--- src/rtl/sdm_pkg.sv ---
// Package for the sign-driven drive-mode controller.
// Holds mode, sign, timer-slot, request and register codes plus register reset values.
// No dependencies.
`default_nettype none

package sdm_pkg;

	localparam int MODE_W = 4;
	localparam int KIND_W = 3;
	localparam int REQ_W = 2;
	localparam int DIST_W = 16;
	localparam int THR_W = 16;
	localparam int NEAR_W = 15;
	localparam int SEC_W = 8;
	localparam int CFG_IDX_W = 3;
	localparam int CFG_DATA_W = 16;
	localparam int N_TIMERS = 7;
	localparam int SLOT_W = 3;

	// drive modes
	localparam logic [MODE_W-1:0] M_DRIVE   = 4'd0;
	localparam logic [MODE_W-1:0] M_CW_BEF  = 4'd1;
	localparam logic [MODE_W-1:0] M_CW_NOW  = 4'd2;
	localparam logic [MODE_W-1:0] M_RO_BEF  = 4'd3;
	localparam logic [MODE_W-1:0] M_RO_NOW  = 4'd4;
	localparam logic [MODE_W-1:0] M_RED_BEF = 4'd5;
	localparam logic [MODE_W-1:0] M_RED_NOW = 4'd6;
	localparam logic [MODE_W-1:0] M_YEL_BEF = 4'd7;
	localparam logic [MODE_W-1:0] M_YEL_NOW = 4'd8;
	localparam logic [MODE_W-1:0] M_GRN_BEF = 4'd9;
	localparam logic [MODE_W-1:0] M_GRN_NOW = 4'd10;
	localparam logic [MODE_W-1:0] M_LAST    = M_GRN_NOW;

	// sign kinds
	localparam logic [KIND_W-1:0] K_NONE = 3'd0;
	localparam logic [KIND_W-1:0] K_CW   = 3'd1;
	localparam logic [KIND_W-1:0] K_RO   = 3'd2;
	localparam logic [KIND_W-1:0] K_RED  = 3'd3;
	localparam logic [KIND_W-1:0] K_YEL  = 3'd4;
	localparam logic [KIND_W-1:0] K_GRN  = 3'd5;

	// timer slots
	localparam logic [SLOT_W-1:0] T_CW_HOLD = 3'd0;
	localparam logic [SLOT_W-1:0] T_CW_LOST = 3'd1;
	localparam logic [SLOT_W-1:0] T_RO_HOLD = 3'd2;
	localparam logic [SLOT_W-1:0] T_RO_LOST = 3'd3;
	localparam logic [SLOT_W-1:0] T_RED     = 3'd4;
	localparam logic [SLOT_W-1:0] T_YEL     = 3'd5;
	localparam logic [SLOT_W-1:0] T_GRN     = 3'd6;

	// request types
	localparam logic [REQ_W-1:0] REQ_SIGN  = 2'd0;
	localparam logic [REQ_W-1:0] REQ_TICK  = 2'd1;
	localparam logic [REQ_W-1:0] REQ_EMPTY = 2'd2;

	// register indexes
	localparam logic [CFG_IDX_W-1:0] REG_NORMAL_THROTTLE = 3'd0;
	localparam logic [CFG_IDX_W-1:0] REG_CROSSWALK_NEAR  = 3'd1;
	localparam logic [CFG_IDX_W-1:0] REG_ROTARY_NEAR     = 3'd2;
	localparam logic [CFG_IDX_W-1:0] REG_LIGHT_NEAR      = 3'd3;
	localparam logic [CFG_IDX_W-1:0] REG_CROSSWALK_HOLD  = 3'd4;
	localparam logic [CFG_IDX_W-1:0] REG_ROTARY_HOLD     = 3'd5;
	localparam logic [CFG_IDX_W-1:0] REG_LOST_SIGN       = 3'd6;
	localparam logic [CFG_IDX_W-1:0] REG_START_MODE      = 3'd7;

	// register reset values
	localparam logic [THR_W-1:0]  RST_NORMAL_THROTTLE = 16'd0;
	localparam logic [NEAR_W-1:0] RST_CROSSWALK_NEAR  = 15'd800;
	localparam logic [NEAR_W-1:0] RST_ROTARY_NEAR     = 15'd480;
	localparam logic [NEAR_W-1:0] RST_LIGHT_NEAR      = 15'd640;
	localparam logic [SEC_W-1:0]  RST_CROSSWALK_HOLD  = 8'd6;
	localparam logic [SEC_W-1:0]  RST_ROTARY_HOLD     = 8'd9;
	localparam logic [SEC_W-1:0]  RST_LOST_SIGN       = 8'd5;
	localparam logic [MODE_W-1:0] RST_START_MODE      = M_DRIVE;

	localparam logic [SEC_W-1:0] SEC_MAX = {SEC_W{1'b1}};

	function automatic logic is_light(input logic [KIND_W-1:0] k);
		return (k == K_RED) || (k == K_YEL) || (k == K_GRN);
	endfunction

	function automatic logic [MODE_W-1:0] light_before(input logic [KIND_W-1:0] k);
		return (k == K_RED) ? M_RED_BEF : ((k == K_YEL) ? M_YEL_BEF : M_GRN_BEF);
	endfunction

	function automatic logic [MODE_W-1:0] light_now(input logic [KIND_W-1:0] k);
		return (k == K_RED) ? M_RED_NOW : ((k == K_YEL) ? M_YEL_NOW : M_GRN_NOW);
	endfunction

endpackage

`default_nettype wire

--- src/rtl/sign_driven_drive_mode_fsm.sv ---
// Sign-driven drive-mode controller: mode/throttle state machine with timers.
// Depends on sdm_pkg.
//
// channel | direction | handshake             | payload
// --------+-----------+-----------------------+-----------------------------------
// in      | in        | in_valid / in_ready   | req_type, sign_kind, sign_range
// out     | out       | out_valid / out_ready | drive_mode, throttle_out
// cfg     | in        | cfg_valid / cfg_ready | cfg_index, cfg_data
//
// One item per cycle sustained while the output is not stalled.
// An input register holds the item, one pass of logic updates mode, throttle and
// timers, and the state registers themselves form the result register.
// While the result is stalled one more item waits in the input register.
// Reset restores registers to defaults and the mode to driving; cfg_ready is always high.
`default_nettype none

module sign_driven_drive_mode_fsm
	import sdm_pkg::*;
(
	input  wire logic                     clk,
	input  wire logic                     arst_n,
	input  wire logic                     in_valid,
	output logic                          in_ready,
	input  wire logic [REQ_W-1:0]         req_type,
	input  wire logic [KIND_W-1:0]        sign_kind,
	input  wire logic signed [DIST_W-1:0] sign_range,
	output logic                          out_valid,
	input  wire logic                     out_ready,
	output logic [MODE_W-1:0]             drive_mode,
	output logic [THR_W-1:0]              throttle_out,
	input  wire logic                     cfg_valid,
	output logic                          cfg_ready,
	input  wire logic [CFG_IDX_W-1:0]     cfg_index,
	input  wire logic [CFG_DATA_W-1:0]    cfg_data
);

	// configuration
	logic [THR_W-1:0]  normal_throttle_q;
	logic [NEAR_W-1:0] crosswalk_near_q, rotary_near_q, light_near_q;
	logic [SEC_W-1:0]  crosswalk_hold_q, rotary_hold_q, lost_sign_q;

	// input stage
	logic                     valid_s1;
	logic [REQ_W-1:0]         req_s1;
	logic [KIND_W-1:0]        kind_s1;
	logic signed [DIST_W-1:0] dist_s1;

	// state, also the result
	logic [MODE_W-1:0]           mode_q;
	logic [THR_W-1:0]            throttle_q;
	logic [N_TIMERS-1:0]         armed_q;
	logic [N_TIMERS-1:0][SEC_W-1:0] secs_q;
	logic                        out_valid_q;

	logic                        advance;
	logic [MODE_W-1:0]           mode_n;
	logic [THR_W-1:0]            thr_n;
	logic [N_TIMERS-1:0]         armed_n;
	logic [N_TIMERS-1:0][SEC_W-1:0] secs_n;

	assign cfg_ready    = 1'b1;
	assign advance      = valid_s1 && (!out_valid_q || out_ready);
	assign in_ready     = !valid_s1 || advance;
	assign out_valid    = out_valid_q;
	assign drive_mode   = mode_q;
	assign throttle_out = throttle_q;

	always_ff @(posedge clk or negedge arst_n) begin
		if (!arst_n) begin
			normal_throttle_q <= RST_NORMAL_THROTTLE;
			crosswalk_near_q  <= RST_CROSSWALK_NEAR;
			rotary_near_q     <= RST_ROTARY_NEAR;
			light_near_q      <= RST_LIGHT_NEAR;
			crosswalk_hold_q  <= RST_CROSSWALK_HOLD;
			rotary_hold_q     <= RST_ROTARY_HOLD;
			lost_sign_q       <= RST_LOST_SIGN;
		end else if (cfg_valid) begin
			case (cfg_index)
				REG_NORMAL_THROTTLE: normal_throttle_q <= cfg_data;
				REG_CROSSWALK_NEAR:  crosswalk_near_q  <= cfg_data[NEAR_W-1:0];
				REG_ROTARY_NEAR:     rotary_near_q     <= cfg_data[NEAR_W-1:0];
				REG_LIGHT_NEAR:      light_near_q      <= cfg_data[NEAR_W-1:0];
				REG_CROSSWALK_HOLD:  crosswalk_hold_q  <= cfg_data[SEC_W-1:0];
				REG_ROTARY_HOLD:     rotary_hold_q     <= cfg_data[SEC_W-1:0];
				REG_LOST_SIGN:       lost_sign_q       <= cfg_data[SEC_W-1:0];
				// start mode only matters at reset, which restores its default
				REG_START_MODE: ;
				default: ;
			endcase
		end
	end

	always_ff @(posedge clk or negedge arst_n) begin
		if (!arst_n) begin
			valid_s1 <= 1'b0;
		end else if (in_ready) begin
			valid_s1 <= in_valid;
		end
	end

	always_ff @(posedge clk) begin
		if (in_ready && in_valid) begin
			req_s1  <= req_type;
			kind_s1 <= sign_kind;
			dist_s1 <= sign_range;
		end
	end

	always_comb begin
		logic                  appr, hld, seen;
		logic [KIND_W-1:0]     tgt, own;
		logic [SLOT_W-1:0]     slot;
		logic [SEC_W-1:0]      limit;
		logic [THR_W-1:0]      first_thr;
		logic                  pos;
		logic signed [DIST_W-1:0] cw_thr, ro_thr, li_thr;

		mode_n    = mode_q;
		thr_n     = throttle_q;
		armed_n   = armed_q;
		secs_n    = secs_q;
		appr      = 1'b0;
		hld       = 1'b0;
		seen      = 1'b1;
		tgt       = K_NONE;
		own       = K_NONE;
		slot      = T_CW_HOLD;
		limit     = '0;
		first_thr = normal_throttle_q;
		pos       = dist_s1 > 0;
		cw_thr    = $signed({1'b0, crosswalk_near_q});
		ro_thr    = $signed({1'b0, rotary_near_q});
		li_thr    = $signed({1'b0, light_near_q});

		case (req_s1)
			REQ_SIGN: begin
				// move on the sign seen
				case (mode_q)
					M_DRIVE: begin
						if (kind_s1 == K_CW) mode_n = M_CW_BEF;
						else if (kind_s1 == K_RO) mode_n = M_RO_BEF;
						else if (is_light(kind_s1)) mode_n = light_before(kind_s1);
					end
					M_CW_BEF: begin
						if (kind_s1 == K_CW && pos && dist_s1 < cw_thr) mode_n = M_CW_NOW;
					end
					M_CW_NOW, M_RO_NOW: ;
					M_RO_BEF: begin
						if (kind_s1 == K_RO && pos && dist_s1 < ro_thr) mode_n = M_RO_NOW;
					end
					M_RED_BEF, M_YEL_BEF, M_GRN_BEF: begin
						own = (mode_q == M_RED_BEF) ? K_RED :
							((mode_q == M_YEL_BEF) ? K_YEL : K_GRN);
						if (is_light(kind_s1) && kind_s1 != own) mode_n = light_before(kind_s1);
						else if (kind_s1 == K_NONE) mode_n = M_DRIVE;
						else if (kind_s1 == own && pos && dist_s1 < li_thr)
							mode_n = light_now(own);
					end
					M_RED_NOW, M_YEL_NOW, M_GRN_NOW: begin
						own = (mode_q == M_RED_NOW) ? K_RED :
							((mode_q == M_YEL_NOW) ? K_YEL : K_GRN);
						if (is_light(kind_s1) && kind_s1 != own) mode_n = light_now(kind_s1);
						else if (kind_s1 == K_NONE) mode_n = M_DRIVE;
					end
					default: mode_n = M_DRIVE;
				endcase

				// action of the mode landed in
				case (mode_n)
					M_CW_BEF:  begin appr = 1'b1; tgt = K_CW;  slot = T_CW_LOST; end
					M_RO_BEF:  begin appr = 1'b1; tgt = K_RO;  slot = T_RO_LOST; end
					M_RED_BEF: begin appr = 1'b1; tgt = K_RED; slot = T_RED; end
					M_YEL_BEF: begin appr = 1'b1; tgt = K_YEL; slot = T_YEL; end
					M_GRN_BEF: begin appr = 1'b1; tgt = K_GRN; slot = T_GRN; end
					M_CW_NOW: begin
						hld = 1'b1; slot = T_CW_HOLD; limit = crosswalk_hold_q;
						first_thr = normal_throttle_q >> 1;
					end
					M_RO_NOW: begin
						hld = 1'b1; slot = T_RO_HOLD; limit = rotary_hold_q;
					end
					M_RED_NOW, M_YEL_NOW: thr_n = '0;
					default: thr_n = normal_throttle_q;
				endcase

				if (appr) begin
					if (kind_s1 == tgt) begin
						armed_n[slot] = 1'b0;
					end else if (!armed_q[slot]) begin
						armed_n[slot] = 1'b1;
						secs_n[slot]  = '0;
					end else if (secs_q[slot] > lost_sign_q) begin
						armed_n[slot] = 1'b0;
						seen = 1'b0;
					end
					if (!seen) mode_n = M_DRIVE;
					thr_n = normal_throttle_q;
				end

				if (hld) begin
					if (!armed_q[slot]) begin
						armed_n[slot] = 1'b1;
						secs_n[slot]  = '0;
						thr_n = first_thr;
					end else if (secs_q[slot] >= limit) begin
						// hold expired: back to driving, throttle kept
						mode_n = M_DRIVE;
						armed_n[slot] = 1'b0;
					end
				end
			end
			REQ_TICK: begin
				for (int i = 0; i < N_TIMERS; i++) begin
					if (armed_q[i] && secs_q[i] != SEC_MAX) secs_n[i] = secs_q[i] + 1'b1;
				end
			end
			REQ_EMPTY: thr_n = normal_throttle_q;
			default: ;
		endcase
	end

	always_ff @(posedge clk or negedge arst_n) begin
		if (!arst_n) begin
			mode_q      <= RST_START_MODE;
			throttle_q  <= '0;
			armed_q     <= '0;
			secs_q      <= '0;
			out_valid_q <= 1'b0;
		end else begin
			if (advance) begin
				mode_q     <= mode_n;
				throttle_q <= thr_n;
				armed_q    <= armed_n;
				secs_q     <= secs_n;
			end
			if (advance) out_valid_q <= 1'b1;
			else if (out_ready) out_valid_q <= 1'b0;
		end
	end

endmodule

`default_nettype wire

--- config.mk ---
export PLATFORM = sky130hd
export DESIGN_NAME = sign_driven_drive_mode_fsm
export DESIGN_NICKNAME = d
export VERILOG_FILES = /design/src/rtl/sdm_pkg.sv /design/src/rtl/sign_driven_drive_mode_fsm.sv
export SDC_FILE = /design/constraint.sdc
export NUM_CORES = 1
export LEC_CHECK = 0
export ABC_AREA = 1
export BUFFER_PORTS_ARGS = -buffer_cell sky130_fd_sc_hd__buf_2
export CAP_MARGIN = 30
export CORE_ASPECT_RATIO = 2
export CORE_MARGIN = 4
export CORE_UTILIZATION = 30
export DETAILED_ROUTE_END_ITERATION = 10
export MAX_ROUTING_LAYER = met4
export SYNTH_ARGS = -nofsm -noshare
export SYNTH_HDL_FRONTEND = slang
export SYNTH_SLANG_ARGS = --single-unit
--- constraint.sdc ---
create_clock -name clk -period 4.8 [get_ports clk]
set_clock_uncertainty 0.05 [all_clocks]
set_input_delay 0.96 -clock clk [delete_from_list [all_inputs] [get_ports clk]]
set_output_delay 0.96 -clock clk [all_outputs]
set_load 0.05 [all_outputs]
==> results.yml <==
run_status:
  outcome: "completed"
yosys:
  yosys.area_share.adder_pct: 6.77
  synth_top_area_share_pct: 32.3
  synth_area_leaders: "dfrtp_1 (32%), nand2_1 (12%), inv_1 (7.3%)"
  muxShareOfSynthArea_pct: 0.333
  yosysTopAreaCell: "dfrtp_1"
  ys_seq_elements: 191
  syn_nets: 1680
  ys.flop_type: "dfrtp_1"
  ys_seq_area_share_pct: 40.8
  synth-warning-count: 0
  synth-compound-area-share_pct: 15.5
  synth_top_family_by_area: "simple AND/OR/NAND/NOR gates"
  netlist-cell-type-count: 55
  yosys.area_share.simple_pct: 26.0
  synth-xor-area-share_pct: 0.948
  syn-cell-area_um2: 12000
  synth-edff-count: 21
  synth_cells: 1570
  synth_area_per_cell_um2: 7.65
  synthArstFlopShare_pct: 89.0
global_routing:
  overflow: 0
  track_usage_pct: 18.4
  antenna_found_initial: 0
  met1_usage_pct: 17.2
  use_met2_pct: 33.2
  grt_start_max_net_pins: 97
  grt_pass1_wl_mm: 60.1
  use_met3_pct: 2.17
  grt_busiest_layer: "met2"
  grt_pass1_vias: 11000
power:
  ir_drop_mv: 0.447
  powerDensity_nw_per_um2: 695
  finalPower_uw: 9990
  p_leak_uw: 0.00701
sta:
  hold_violations: 0
  fmax_ghz: 0.213
  fin_crit_sh_pct: 97.8
  max_slew_margin_pct: 38.5
  rsz0062_at_grt: "yes"
  slew_viol_final: 0
  finalSetupViolCount: 0
  worst_slew_pin_slew_ps: 920
  finalWorstSetupSlack_ps: 106
  period_needed_ps: 4690
  whs_ps: 421
clocking:
  cts-root-buf: "clkbuf_16"
  clkLatencyLatePin_ps: 460
  clock_path_buffers: 2
  htree_levels: 4
  cts.sinks: 191
  clkTransAtPathRegs_ps: 80
  cts_buffers: 17
  cts_hold_buf: 0
  cts_tree: "built"
critical_path:
  crit_path_top_delay_cell: "edfxtp_1"
  slowest_delay_ps: 480
  crit-reg2reg-launch: "dist_s1[13]$_DFFE_PP_"
  crit_path_start_kind: "register"
  timing.rr.end: "armed_q[6]$_DFFE_PN0P_"
  crit_path_frequent_cell: "nand2_2"
  path_buf_inv: 4
  ff2ff_setup_slack_ps: 110
  crit_family: "simple AND/OR/NAND/NOR gates"
  reg2reg_depth: 31
  critPathMaxFanout: 5
  critPathKind: "reg -> reg"
  cp_data_arrival_time_ps: 4950
  endpoint_kind: "register"
  required_ps: 5060
finish:
  drive_above_1_share_pct: 18.3
  final_cells: 2228
  fin_nets: 1800
  final_cell_mix: "nand2_1 (376), inv_1 (230), dfrtp_1 (155)"
  syn2layout_area_growth_pct: 19.6
  postLayoutCoreUtil_pct: 36.3
  layout_commonest_cell: "nand2_1"
  antennaDiodeCount: 0
placed_design:
  io_buffers: 66
  dpl.hpwl_mm: 30.2
  place_inst: 2177
  place_ws_ps: -203
  place_congestion: 0.965
detailed_routing:
  via_count: 11000
  wl_per_cell_um: 17.4
  via_per_inst: 4.95
  drt-total-wl_mm: 38.8
  ant_nets: 0
  remaining_drc_errors: 0
  firstDrtPassIters: 5
  dr.first_iter.drc_count: 836
floorplan:
  core_area_um2: 39600
  die_h_um: 291
  die_w_um: 149
  ios: 68
  start_util_pct: 30.4
  rows: 103
  dieArea_um2: 43500
min_path:
  min-delay-start: "secs_q[20]$_DFFE_PN0P_"
  hold_path_depth: 1
  whs_endpoint: "secs_q[20]$_DFFE_PN0P_"
  hold_class: "reg -> reg"
run:
  cap_violations: 0
-- metrics by stage --
stage | instance area (um2) | TNS (ps)
floorplan | 12000 | 0
global placement | 13300 | -558
detailed placement | 13300 | -1260
CTS | 13900 | 0
global route | 14400 | -2210
finish | 14400 | 0
-- cell type report --
cell class | instances | area, um2
inverter | 251 | 942
timing repair buffer | 146 | 1030
clock buffer | 17 | 425
tap | 525 | 657
clock inverter | 15 | 168
sequential | 191 | 4900
multi-input combinational | 1083 | 6240
fill | 4137 | 25200
-- flip-flops by register name (all words and copies together), names as in the netlist --
| name | cells |
|---|---|
| lost_sign_q | 8 |
| rotary_near_q | 15 |
| normal_throttle_q | 16 |
| rotary_hold_q | 8 |
| valid_s1 | 1 |
| req_s1 | 2 |
| throttle_out | 16 |
| light_near_q | 15 |
| armed_q | 7 |
| secs_q | 56 |
| drive_mode | 4 |
| dist_s1 | 16 |
| crosswalk_near_q | 15 |
| out_valid | 1 |
| crosswalk_hold_q | 8 |
| kind_s1 | 3 |
-- kinds of logic after synthesis --
logic type | count (synthesis)
AOI/OAI and AO/OA | 324
xor gates and xnor gates | 13
adders and majority gates | 65
buffers and inverters | 296
DFF | 191
muxes | 4
other | 1
and+or+nand+nor | 676
-- worst max path at each step --
stage / from / end / slack, ps / cells past startpoint
2_1_floorplan: drive_mode[0]$_DFFE_PN0P_ / armed_q[0]$_DFFE_PN0P_ / 360 / 33
3_3_place_gp: crosswalk_near_q[5]$_DFFE_PN1P_ / armed_q[0]$_DFFE_PN0P_ / -160 / 33
3_5_place_dp: crosswalk_near_q[5]$_DFFE_PN1P_ / armed_q[0]$_DFFE_PN0P_ / -200 / 33
4_1_cts: dist_s1[3]$_DFFE_PP_ / armed_q[0]$_DFFE_PN0P_ / 10 / 37
5_1_grt: dist_s1[13]$_DFFE_PP_ / drive_mode[1]$_DFFE_PN0P_ / -280 / 32
6_report: dist_s1[13]$_DFFE_PP_ / armed_q[6]$_DFFE_PN0P_ / 110 / 31
-- power by group --
group	internal (uW)	leakage, uW	switching (uW)	total (uW)
registers	2030	0.00230	416	2440
clock network	701	0.000288	745	1450
logic	2310	0.00442	3790	6100
-- routing by layer --
metal	routed length, um	vias to the layer above
li1	-	5399
met1	13300	5221
met2	21100	280
met3	979	136
met4	3480	0
met5	0	-
-- synth_stat cells (8+ instances only) --
library cell  number
ha_1              65
nand3_1          120
clkbuf_1          30
nand2_4           10
o21ai_0          137
nand4_1           14
nand2_1          393
a21oi_1           67
inv_2             11
a22o_1             8
o211ai_1          10
a31oi_1           10
o21ai_1           30
a21boi_1          13
nand3b_1           8
o22ai_1           13
inv_1            235
nor2_1            87
dfrtp_1          155
dfstp_2           15
edfxtp_1          21
nor3_1             9
-- repair_timing --
item,CTS,global route
buffers inserted,1,18
pin swaps,1,50
endpoints found under the hold margin,0,0
endpoints found under the setup margin,11,11
gates resized for setup,7,75
Power figures use the tool's default switching activity.
